$ cat src/sv/msw_pkg.sv
// ----------------------------------------------------------------------------
// msw_pkg: shared types and constants of the motion stall watchdog
// Block state codes, item mode codes, register map and control state type.
// ----------------------------------------------------------------------------
package msw_pkg;

	// block state codes carried in the result item
	localparam logic [1:0] BS_CLEAR     = 2'd0;
	localparam logic [1:0] BS_POSSIBLE  = 2'd1;
	localparam logic [1:0] BS_BLOCKED   = 2'd2;
	localparam logic [1:0] BS_RESOLVING = 2'd3;

	// item modes
	localparam logic MODE_SAMPLE = 1'b0;
	localparam logic MODE_FORCE  = 1'b1;

	// register field widths and reset values
	localparam int RADIUS_W  = 23;
	localparam int TIMEOUT_W = 16;
	localparam int TIME_W    = 32;
	localparam int FRAME_W   = 16;
	localparam int DATA_W    = 32;
	localparam logic [RADIUS_W-1:0]  RADIUS_RST  = RADIUS_W'(160);
	localparam logic [TIMEOUT_W-1:0] TIMEOUT_RST = TIMEOUT_W'(800);

	// register map: two 32-bit registers at byte offsets 0 and 4
	localparam int ADDR_W = 3;
	localparam logic REG_RADIUS  = 1'b0;
	localparam logic REG_TIMEOUT = 1'b1;

	// top level control sequence
	typedef enum logic [3:0] {
		FS_IDLE = 4'b0001,
		FS_SCAN = 4'b0010,
		FS_RAD  = 4'b0100,
		FS_DONE = 4'b1000
	} msw_fsm_t;

endpackage

$ cat src/sv/motion_stall_watchdog.sv
// ----------------------------------------------------------------------------
// motion_stall_watchdog: stall detector for a moving object
// Keeps a history of recent positions and raises blocked when the bounds of
// that history stay small for longer than a timeout.
// ----------------------------------------------------------------------------
// Usage:
//   Input items (in_valid/in_stall) are either position samples or force
//   items; every accepted item gives exactly one result item on
//   out_valid/out_stall carrying block_state, blocked_event and
//   below_threshold.
//   A moving sample writes the position memory and then scans all
//   HISTORY_DEPTH entries through its single read port, one per cycle,
//   followed by a five-step squared-extent test on one shared squarer;
//   the next item is taken in the cycle after the result is registered.
//   Force items and samples while not moving skip the scan and the test
//   and go straight to the done state, where their result is registered
//   once the output register is free.
//   One item is worked on at a time; in_stall stays high until its result
//   is in the output register.
//   A result waiting on out_stall holds its values; the next item may be
//   accepted and worked on meanwhile, and it finishes once the output
//   register is free.
//   Reset clears the history to zeros, the state to not blocked, the
//   clear time stamp to -1 and the registers to 160 and 800.
//   Registers (APB, byte address 0 and 4): stall_radius, stall_timeout_ms.
// ----------------------------------------------------------------------------
module motion_stall_watchdog import msw_pkg::*; #(
	parameter int HISTORY_DEPTH = 32,
	parameter int POS_BITS      = 24
) (
	input  logic                       clk,
	input  logic                       arst_n,
	input  logic                       psel,
	input  logic                       penable,
	input  logic                       pwrite,
	input  logic [ADDR_W-1:0]          paddr,
	input  logic [DATA_W-1:0]          pwdata,
	output logic [DATA_W-1:0]          prdata,
	output logic                       pready,
	input  logic                       in_valid,
	output logic                       in_stall,
	input  logic                       mode,
	input  logic                       moving,
	input  logic signed [POS_BITS-1:0] pos_x,
	input  logic signed [POS_BITS-1:0] pos_y,
	input  logic signed [POS_BITS-1:0] pos_z,
	input  logic signed [TIME_W-1:0]   now_ms,
	input  logic [FRAME_W-1:0]         frame_ms,
	input  logic [1:0]                 forced_state,
	output logic                       out_valid,
	input  logic                       out_stall,
	output logic [1:0]                 block_state,
	output logic                       blocked_event,
	output logic                       below_threshold
);

	logic [RADIUS_W-1:0]  radius_q;
	logic [TIMEOUT_W-1:0] timeout_q;

	msw_fsm_t fsm_q;

	logic               mode_q;
	logic               samp_q;
	logic [TIME_W-1:0]  now_q;
	logic [FRAME_W-1:0] frame_q;
	logic [1:0]         forced_q;

	logic [1:0]        st_q;
	logic [TIME_W-1:0] last_q;

	logic              out_valid_q;
	logic [1:0]        out_state_q;
	logic              out_event_q;
	logic              out_below_q;

	logic              acc;
	logic              ring_start;
	logic              ring_done;
	logic [POS_BITS:0] ext_x;
	logic [POS_BITS:0] ext_y;
	logic [POS_BITS:0] ext_z;
	logic              rad_done;
	logic              rad_below;
	logic              commit;
	logic              below;
	logic              timed_out;
	logic [1:0]        nxt_st;
	logic [TIME_W-1:0] nxt_last;
	logic              nxt_event;
	logic              reg_sel;
	logic              wr_en;

	// configuration registers
	assign pready  = 1'b1;
	assign reg_sel = paddr[2];
	assign wr_en   = psel && penable && pwrite;

	always_ff @(posedge clk or negedge arst_n) begin
		if (!arst_n) begin
			radius_q  <= RADIUS_RST;
			timeout_q <= TIMEOUT_RST;
		end else if (wr_en) begin
			unique case (reg_sel)
				REG_RADIUS:  radius_q  <= pwdata[RADIUS_W-1:0];
				REG_TIMEOUT: timeout_q <= pwdata[TIMEOUT_W-1:0];
				default:     ;
			endcase
		end
	end

	always_comb begin
		unique case (reg_sel)
			REG_RADIUS:  prdata = DATA_W'(radius_q);
			REG_TIMEOUT: prdata = DATA_W'(timeout_q);
			default:     prdata = '0;
		endcase
	end

	// input handshake
	assign in_stall   = fsm_q != FS_IDLE;
	assign acc        = in_valid && !in_stall;
	assign ring_start = acc && mode == MODE_SAMPLE && moving;
	assign commit     = fsm_q == FS_DONE && (!out_valid_q || !out_stall);

	// history memory and bounds scan
	msw_ring #(
		.HISTORY_DEPTH (HISTORY_DEPTH),
		.POS_BITS      (POS_BITS)
	) u_ring (
		.clk    (clk),
		.arst_n (arst_n),
		.start  (ring_start),
		.pos_x  (pos_x),
		.pos_y  (pos_y),
		.pos_z  (pos_z),
		.done   (ring_done),
		.ext_x  (ext_x),
		.ext_y  (ext_y),
		.ext_z  (ext_z)
	);

	// squared bounds test
	msw_radius #(
		.POS_BITS (POS_BITS)
	) u_radius (
		.clk    (clk),
		.arst_n (arst_n),
		.start  (ring_done),
		.radius (radius_q),
		.ext_x  (ext_x),
		.ext_y  (ext_y),
		.ext_z  (ext_z),
		.done   (rad_done),
		.below  (rad_below)
	);

	// item fields kept for the final update
	always_ff @(posedge clk) begin
		if (acc) begin
			mode_q   <= mode;
			now_q    <= now_ms;
			frame_q  <= frame_ms;
			forced_q <= forced_state;
		end
	end

	// control sequence
	always_ff @(posedge clk or negedge arst_n) begin
		if (!arst_n) begin
			fsm_q  <= FS_IDLE;
			samp_q <= 1'b0;
		end else begin
			unique case (fsm_q)
				FS_IDLE: begin
					if (acc) begin
						samp_q <= ring_start;
						fsm_q  <= ring_start ? FS_SCAN : FS_DONE;
					end
				end
				FS_SCAN: begin
					if (ring_done) fsm_q <= FS_RAD;
				end
				FS_RAD: begin
					if (rad_done) fsm_q <= FS_DONE;
				end
				FS_DONE: begin
					if (commit) fsm_q <= FS_IDLE;
				end
				default: fsm_q <= FS_IDLE;
			endcase
		end
	end

	// next block state
	assign below     = samp_q && rad_below;
	assign timed_out = $signed({{2{now_q[TIME_W-1]}}, now_q}) >
		$signed({{2{last_q[TIME_W-1]}}, last_q}) + $signed({2'b00, 16'(0), timeout_q});

	always_comb begin
		nxt_st    = st_q;
		nxt_last  = last_q;
		nxt_event = 1'b0;
		if (mode_q == MODE_FORCE) begin
			nxt_st = forced_q;
			if (forced_q == BS_CLEAR) nxt_last = now_q;
		end else if (samp_q) begin
			case (st_q)
				BS_CLEAR: begin
					if (below) begin
						nxt_st   = BS_POSSIBLE;
						nxt_last = now_q - TIME_W'(frame_q);
					end
				end
				BS_POSSIBLE: begin
					if (!below) begin
						nxt_st = BS_CLEAR;
					end else if (timed_out) begin
						nxt_st    = BS_BLOCKED;
						nxt_event = 1'b1;
					end
				end
				BS_BLOCKED: begin
					if (!below) nxt_st = BS_CLEAR;
				end
				default: ;
			endcase
		end
	end

	// block state and time stamp
	always_ff @(posedge clk or negedge arst_n) begin
		if (!arst_n) begin
			st_q   <= BS_CLEAR;
			last_q <= '1;
		end else if (commit) begin
			st_q   <= nxt_st;
			last_q <= nxt_last;
		end
	end

	// output register
	always_ff @(posedge clk or negedge arst_n) begin
		if (!arst_n) begin
			out_valid_q <= 1'b0;
		end else if (commit) begin
			out_valid_q <= 1'b1;
		end else if (!out_stall) begin
			out_valid_q <= 1'b0;
		end
	end

	always_ff @(posedge clk) begin
		if (commit) begin
			out_state_q <= nxt_st;
			out_event_q <= nxt_event;
			out_below_q <= below;
		end
	end

	assign out_valid       = out_valid_q;
	assign block_state     = out_state_q;
	assign blocked_event   = out_event_q;
	assign below_threshold = out_below_q;

endmodule

$ cat src/sv/msw_ring.sv
// ----------------------------------------------------------------------------
// msw_ring: position history memory and bounds scan
// Writes one position per start, then walks every entry once to form the
// per-axis min and max. Entries not yet written read as zero.
// ----------------------------------------------------------------------------
module msw_ring import msw_pkg::*; #(
	parameter int HISTORY_DEPTH = 32,
	parameter int POS_BITS      = 24
) (
	input  logic                       clk,
	input  logic                       arst_n,
	input  logic                       start,
	input  logic signed [POS_BITS-1:0] pos_x,
	input  logic signed [POS_BITS-1:0] pos_y,
	input  logic signed [POS_BITS-1:0] pos_z,
	output logic                       done,
	output logic        [POS_BITS:0]   ext_x,
	output logic        [POS_BITS:0]   ext_y,
	output logic        [POS_BITS:0]   ext_z
);

	localparam int IDX_W = $clog2(HISTORY_DEPTH);
	localparam int CNT_W = $clog2(HISTORY_DEPTH + 1);
	localparam int ENT_W = 3 * POS_BITS;

	logic [ENT_W-1:0] mem [HISTORY_DEPTH];

	logic [IDX_W-1:0] wr_idx_q;
	logic [CNT_W-1:0] fill_q;
	logic             scan_q;
	logic [IDX_W-1:0] cnt_q;
	logic             done_q;

	logic [ENT_W-1:0] rd_data_s1;
	logic             rd_vld_s1;
	logic             rd_inb_s1;
	logic             rd_first_s1;
	logic             rd_last_s1;

	logic signed [POS_BITS-1:0] lo_q [3];
	logic signed [POS_BITS-1:0] hi_q [3];
	logic signed [POS_BITS-1:0] val  [3];

	// memory: one write on start, one read per scan cycle
	always_ff @(posedge clk) begin
		if (start) begin
			mem[wr_idx_q] <= {pos_z, pos_y, pos_x};
		end
		if (scan_q) begin
			rd_data_s1 <= mem[cnt_q];
		end
	end

	// write pointer, fill count and scan sequencing
	always_ff @(posedge clk or negedge arst_n) begin
		if (!arst_n) begin
			wr_idx_q    <= '0;
			fill_q      <= '0;
			scan_q      <= 1'b0;
			cnt_q       <= '0;
			rd_vld_s1   <= 1'b0;
			rd_inb_s1   <= 1'b0;
			rd_first_s1 <= 1'b0;
			rd_last_s1  <= 1'b0;
			done_q      <= 1'b0;
		end else begin
			rd_vld_s1   <= scan_q;
			rd_inb_s1   <= CNT_W'(cnt_q) < fill_q;
			rd_first_s1 <= cnt_q == '0;
			rd_last_s1  <= cnt_q == IDX_W'(HISTORY_DEPTH - 1);
			done_q      <= rd_vld_s1 && rd_last_s1;
			if (start) begin
				if (wr_idx_q == IDX_W'(HISTORY_DEPTH - 1)) begin
					wr_idx_q <= '0;
				end else begin
					wr_idx_q <= wr_idx_q + 1'b1;
				end
				if (fill_q != CNT_W'(HISTORY_DEPTH)) begin
					fill_q <= fill_q + 1'b1;
				end
				scan_q <= 1'b1;
				cnt_q  <= '0;
			end else if (scan_q) begin
				if (cnt_q == IDX_W'(HISTORY_DEPTH - 1)) begin
					scan_q <= 1'b0;
				end
				cnt_q <= cnt_q + 1'b1;
			end
		end
	end

	// unwritten entries count as zero
	always_comb begin
		for (int a = 0; a < 3; a++) begin
			val[a] = rd_inb_s1 ? $signed(rd_data_s1[a*POS_BITS +: POS_BITS]) : '0;
		end
	end

	// running min and max per axis
	always_ff @(posedge clk) begin
		if (rd_vld_s1) begin
			for (int a = 0; a < 3; a++) begin
				if (rd_first_s1 || val[a] < lo_q[a]) begin
					lo_q[a] <= val[a];
				end
				if (rd_first_s1 || val[a] > hi_q[a]) begin
					hi_q[a] <= val[a];
				end
			end
		end
	end

	// extents, held until the next start
	assign ext_x = {hi_q[0][POS_BITS-1], hi_q[0]} - {lo_q[0][POS_BITS-1], lo_q[0]};
	assign ext_y = {hi_q[1][POS_BITS-1], hi_q[1]} - {lo_q[1][POS_BITS-1], lo_q[1]};
	assign ext_z = {hi_q[2][POS_BITS-1], hi_q[2]} - {lo_q[2][POS_BITS-1], lo_q[2]};
	assign done  = done_q;

endmodule

$ cat src/sv/msw_radius.sv
// ----------------------------------------------------------------------------
// msw_radius: squared bounds test
// One shared 32x32 squarer forms (2*radius)^2 and the three squared
// extents in turn; a saturating sum is compared against the limit.
// ----------------------------------------------------------------------------
module msw_radius import msw_pkg::*; #(
	parameter int POS_BITS = 24
) (
	input  logic                clk,
	input  logic                arst_n,
	input  logic                start,
	input  logic [RADIUS_W-1:0] radius,
	input  logic [POS_BITS:0]   ext_x,
	input  logic [POS_BITS:0]   ext_y,
	input  logic [POS_BITS:0]   ext_z,
	output logic                done,
	output logic                below
);

	logic [2:0]  step_q;
	logic        run_q;
	logic        done_q;
	logic        below_q;
	logic [63:0] mul_s1;
	logic        big_s1;
	logic [63:0] lim2_q;
	logic [63:0] sum_q;

	logic [63:0] opnd;
	logic        big;
	logic [31:0] op32;
	logic [63:0] sum_in;
	logic [64:0] add;
	logic [63:0] nsum;

	// operand select: limit first, then the extents
	always_comb begin
		case (step_q)
			3'd0:    opnd = 64'({radius, 1'b0});
			3'd1:    opnd = 64'(ext_x);
			3'd2:    opnd = 64'(ext_y);
			3'd3:    opnd = 64'(ext_z);
			default: opnd = '0;
		endcase
		big    = opnd > 64'hFFFF_FFFF;
		op32   = opnd[31:0];
		sum_in = (step_q == 3'd2) ? '0 : sum_q;
		add    = {1'b0, sum_in} + {1'b0, mul_s1};
		nsum   = (big_s1 || add[64]) ? '1 : add[63:0];
	end

	// squarer stage
	always_ff @(posedge clk) begin
		mul_s1 <= {32'd0, op32} * {32'd0, op32};
		big_s1 <= big;
		if (run_q && step_q == 3'd1) begin
			lim2_q <= mul_s1;
		end
		if (run_q && step_q >= 3'd2) begin
			sum_q <= nsum;
		end
		if (run_q && step_q == 3'd4) begin
			below_q <= nsum < lim2_q;
		end
	end

	// step sequencing
	always_ff @(posedge clk or negedge arst_n) begin
		if (!arst_n) begin
			step_q <= '0;
			run_q  <= 1'b0;
			done_q <= 1'b0;
		end else begin
			done_q <= !start && run_q && step_q == 3'd4;
			if (start) begin
				run_q  <= 1'b1;
				step_q <= '0;
			end else if (run_q) begin
				if (step_q == 3'd4) begin
					run_q <= 1'b0;
				end
				step_q <= step_q + 1'b1;
			end
		end
	end

	assign done  = done_q;
	assign below = below_q;

endmodule

$ cat config.mk
export PLATFORM = sky130hd
export DESIGN_NAME = motion_stall_watchdog
export DESIGN_NICKNAME = d
export VERILOG_FILES = /design/src/sv/msw_pkg.sv /design/src/sv/motion_stall_watchdog.sv /design/src/sv/msw_ring.sv /design/src/sv/msw_radius.sv
export SDC_FILE = /design/constraint.sdc
export NUM_CORES = 2
export LEC_CHECK = 0
export ABC_AREA = 1
export BUFFER_PORTS_ARGS = -buffer_cell sky130_fd_sc_hd__buf_2
export CAP_MARGIN = 10
export CELL_PAD_IN_SITES_DETAIL_PLACEMENT = 1
export CELL_PAD_IN_SITES_GLOBAL_PLACEMENT = 2
export CORE_MARGIN = 2
export CORE_UTILIZATION = 35
export DETAILED_ROUTE_END_ITERATION = 12
export GPL_TIMING_DRIVEN = 1
export PLACE_DENSITY = 0.74
export SLEW_MARGIN = 10
export SYNTH_ARGS = -nofsm -noshare
export SYNTH_HDL_FRONTEND = slang
export SYNTH_SLANG_ARGS = --single-unit
$ cat constraint.sdc
create_clock -name clk -period 11 [get_ports clk]
set_clock_uncertainty 0.1 [all_clocks]
set_input_delay 1.1 -clock clk [delete_from_list [all_inputs] [get_ports clk]]
set_output_delay 1.1 -clock clk [all_outputs]
set_load 0.01 [all_outputs]
==> metrics.txt <==
YS warnings=0; status=completed; Slowest-stage cell, CP=nand2_1; Final Worst Setup Slack=roughly 0.78 ns; startpoint types=register; cell mode on critical path=fa_1; die area=0.411 sq mm; initial drt markers=8,088; ys flop type=edfxtp_1; gr busiest metal=met2; number of synthesized flops with an enable pin=~2,700; FP Rows=233; Root Driver=clkbuf_16; drt first pass iters=5; layout cells sized above 1=around 7.4%; Place WS=1.01 ns; CP arrival=10.91 ns; CTS Buf Count=318; Boundary Pins=205; Largest stage delay, worst path=0.68 ns; setup TNS=0 ns; Tot GR Track Use=22.7%; Final Hold Viols=0; Synth Register Bits=2,844; TritonCTS clock tree=built; # port buffers=183; Via density=5.33; DP Wirelength=285 mm; Horiz. Die Dim=about 640 um; critical path required time=11.69 ns; setup violators final=0; DR vias=99,100; grt ovf=0; Worst Setup Path Type=reg -> reg; worst skew pair latency=0.98 ns; Mapped Area=0.142 sq mm; clk sinks=approximately 2,800; final WL=around 470 mm; Global Route met2 Usage=38.8%; Layout Nets=14,100; highest clock rate=97.9 MHz; pin count of the biggest net entering global routing=174; DRC Markers=0; pin slew with the least headroom to its limit=between 1 and 1.5 ns; antenna violations before repair=37; Max Buffers Root-to-Sink=4; most common cell after layout, fill and taps aside=edfxtp_1; Min-Delay Path Class=in -> reg; type of element capturing the critical path=register; min cycle time layout=10.22 ns; Post-Syn Instances=between 10,000 and 15,000; Slew Viols, Final=0; area grow syn2layout=12.3%; global routing usage on met1=30.6%; vias in the first global route=102,000; post_cts resized=0; Syn Area/Cell=11.1 sq um; Worst Path Max Fanout=8; remaining antenna violation count=0; number of max-cap violations=0; global routing usage on met3=between 2 and 3%; register area share after synthesis=59.5%; commonest non-fill, non-tap cells in the layout=edfxtp_1 (2,689), nor2_1 (1,840), inv_1 (1,499); RSZ-0062 raised after global routing=false; global-route wire length before repair=692 mm; core box area=0.403 sq mm; final period utilization=92.9%; gp weighted congestion=~0.87; WL/cell=25.4 um; Yosys cell types=65; Reg clk slew, reported paths=0.06 ns; Worst slew margin=26.1%; Initial Util=35.2%; number of H-tree levels=5; die height=641 um; ys async rst share=roughly 3.7%
-- layer usage --
metal,wire length [um],up-vias,share of wire (%)
met5,171,-,0.036
met4,12700,24,2.7
met3,22900,644,4.9
met2,229000,2437,49
met1,207000,51100,44
li1,-,44900,-
-- synth_stat cells (8+ instances only) --
cell type | instances | share of area (%)
edfxtp_1 | 2689 | 57
nor2_1 | 1877 | 5.0
inv_1 | 1502 | 4.0
o21ai_0 | 1440 | 5.1
nand2_1 | 1408 | 3.7
ha_1 | 576 | 5.1
clkbuf_1 | 502 | 1.3
fa_1 | 472 | 6.7
a21oi_1 | 427 | 1.5
o22ai_1 | 387 | 1.7
nand3_1 | 285 | 1.0
o221ai_1 | 207 | 1.3
xor2_1 | 96 | 0.59
nor3_1 | 93 | 0.33
nand4_1 | 77 | 0.34
dfrtp_1 | 68 | 1.2
a31oi_1 | 55 | 0.24
dfxtp_1 | 49 | 0.69
buf_2 | 48 | 0.17
xnor2_1 | 47 | 0.29
a221oi_1 | 44 | 0.27
o211ai_1 | 41 | 0.22
a32oi_1 | 38 | 0.23
dfstp_2 | 38 | 0.70
or2_2 | 35 | 0.15
o21bai_1 | 29 | 0.15
o21ai_1 | 26 | 0.092
o21a_1 | 23 | 0.12
a21o_1 | 22 | 0.12
inv_2 | 22 | 0.058
buf_1 | 16 | 0.042
buf_4 | 14 | 0.074
nand3b_1 | 11 | 0.058
nor2_2 | 11 | 0.048
a211oi_1 | 10 | 0.053
a41oi_1 | 10 | 0.062
nor4_1 | 10 | 0.044
a221o_1 | 9 | 0.063
or2_1 | 9 | 0.040
o2111ai_1 | 8 | 0.049
-- layout make-up --
type / count / area (sq um)
clock inverter: 179 / 1450
timing repair buffer: 372 / 2720
fill: 43900 / 244000
multi-input combinational: 7849 / 49900
clock buffer: 396 / 8380
sequential: 2844 / 84500
inverter: 1529 / 5780
antenna: 14 / 35.0
tap: 5405 / 6760
-- metrics by stage --
| step | hold slack [ns] | instance area [sq um] | utilization (%) | std cells |
|---|---|---|---|---|
| floorplan | 0.309 | 142000 | - | 12800 |
| CTS | 0.152 | 159000 | 39.5 | 18600 |
| global placement | 0.351 | 150000 | 37.1 | 18000 |
| finish | 0.241 | 159000 | 39.5 | 18600 |
| detailed placement | 0.355 | 150000 | 37.1 | 18000 |
| global route | 0.186 | 159000 | 39.5 | 18600 |
-- timing repair --
item | in CTS | in global routing
hold endpoints to repair | 2 | 0
buffers inserted | 0 | 0
hold buffers | 1 | 0
-- critical path: cells and delay by family, from the launching register on --
| family | cells | cell delay (ns) |
|---|---|---|
| xor+xnor | 1 | 0.16 |
| flops | 1 | 0.42 |
| compound gates | 7 | 2.11 |
| fa+ha+maj | 9 | 4.41 |
| simple gates | 8 | 2.10 |
| buf+inv | 7 | 0.73 |
-- final timing paths --
| check | startpoint | endpoint | slack [ns] | cells past startpoint |
|---|---|---|---|---|
| worst max-delay path | u_ring.hi_q[0][58]$_DFFE_PP_ | u_radius.mul_s1[48]$_DFF_P_ | 0.78 | 32 |
| worst min-delay path | frame_ms[13] | frame_q[13]$_DFFE_PP_ | 0.24 | 1 |
| worst max register to register | u_ring.hi_q[0][58]$_DFFE_PP_ | u_radius.mul_s1[48]$_DFF_P_ | 0.78 | 32 |
| worst min register to register | u_radius.mul_s1[23]$_DFF_P_ | u_radius.lim2_q[23]$_DFFE_PP_ | 0.36 | 0 |
| max in group asynchronous | arst_n | u_ring.cnt_q[2]$_DFFE_PN0P_ | 8.83 | 3 |
| min in group asynchronous | arst_n | radius_q[6]$_DFFE_PN0P_ | 0.63 | 2 |
-- logic make-up (layout without fill, tap and decap cells) --
family	count (synthesis)	count (layout)	share of synthesized area (%)
compound gates	2803	2803	11.4
flops	2844	2844	59.5
other cells	2	24	0.00529
simple gates	3845	3845	10.9
fa+ha+maj	1048	1048	11.7
buf+inv	2111	2476	5.67
xor+xnor	143	143	0.882
-- state kept, by name, indices dropped and copies added (netlist names), 3 cells and up --
register / count
radius_q: 23
u_ring.cnt_q: 5
frame_q: 16
u_radius.mul_s1: 49
last_q: 32
u_radius.lim2_q: 49
u_ring.rd_data_s1: 72
u_ring.fill_q: 6
u_radius.step_q: 3
u_ring.lo_q: 72
u_radius.sum_q: 64
u_ring.mem: 2304
now_q: 32
u_ring.wr_idx_q: 5
fsm_q: 4
u_ring.hi_q: 72
timeout_q: 16
Power is left out: the tool's default activity adds up to more than one toggle a clock period on the data nets, which glitch-free logic cannot reach.
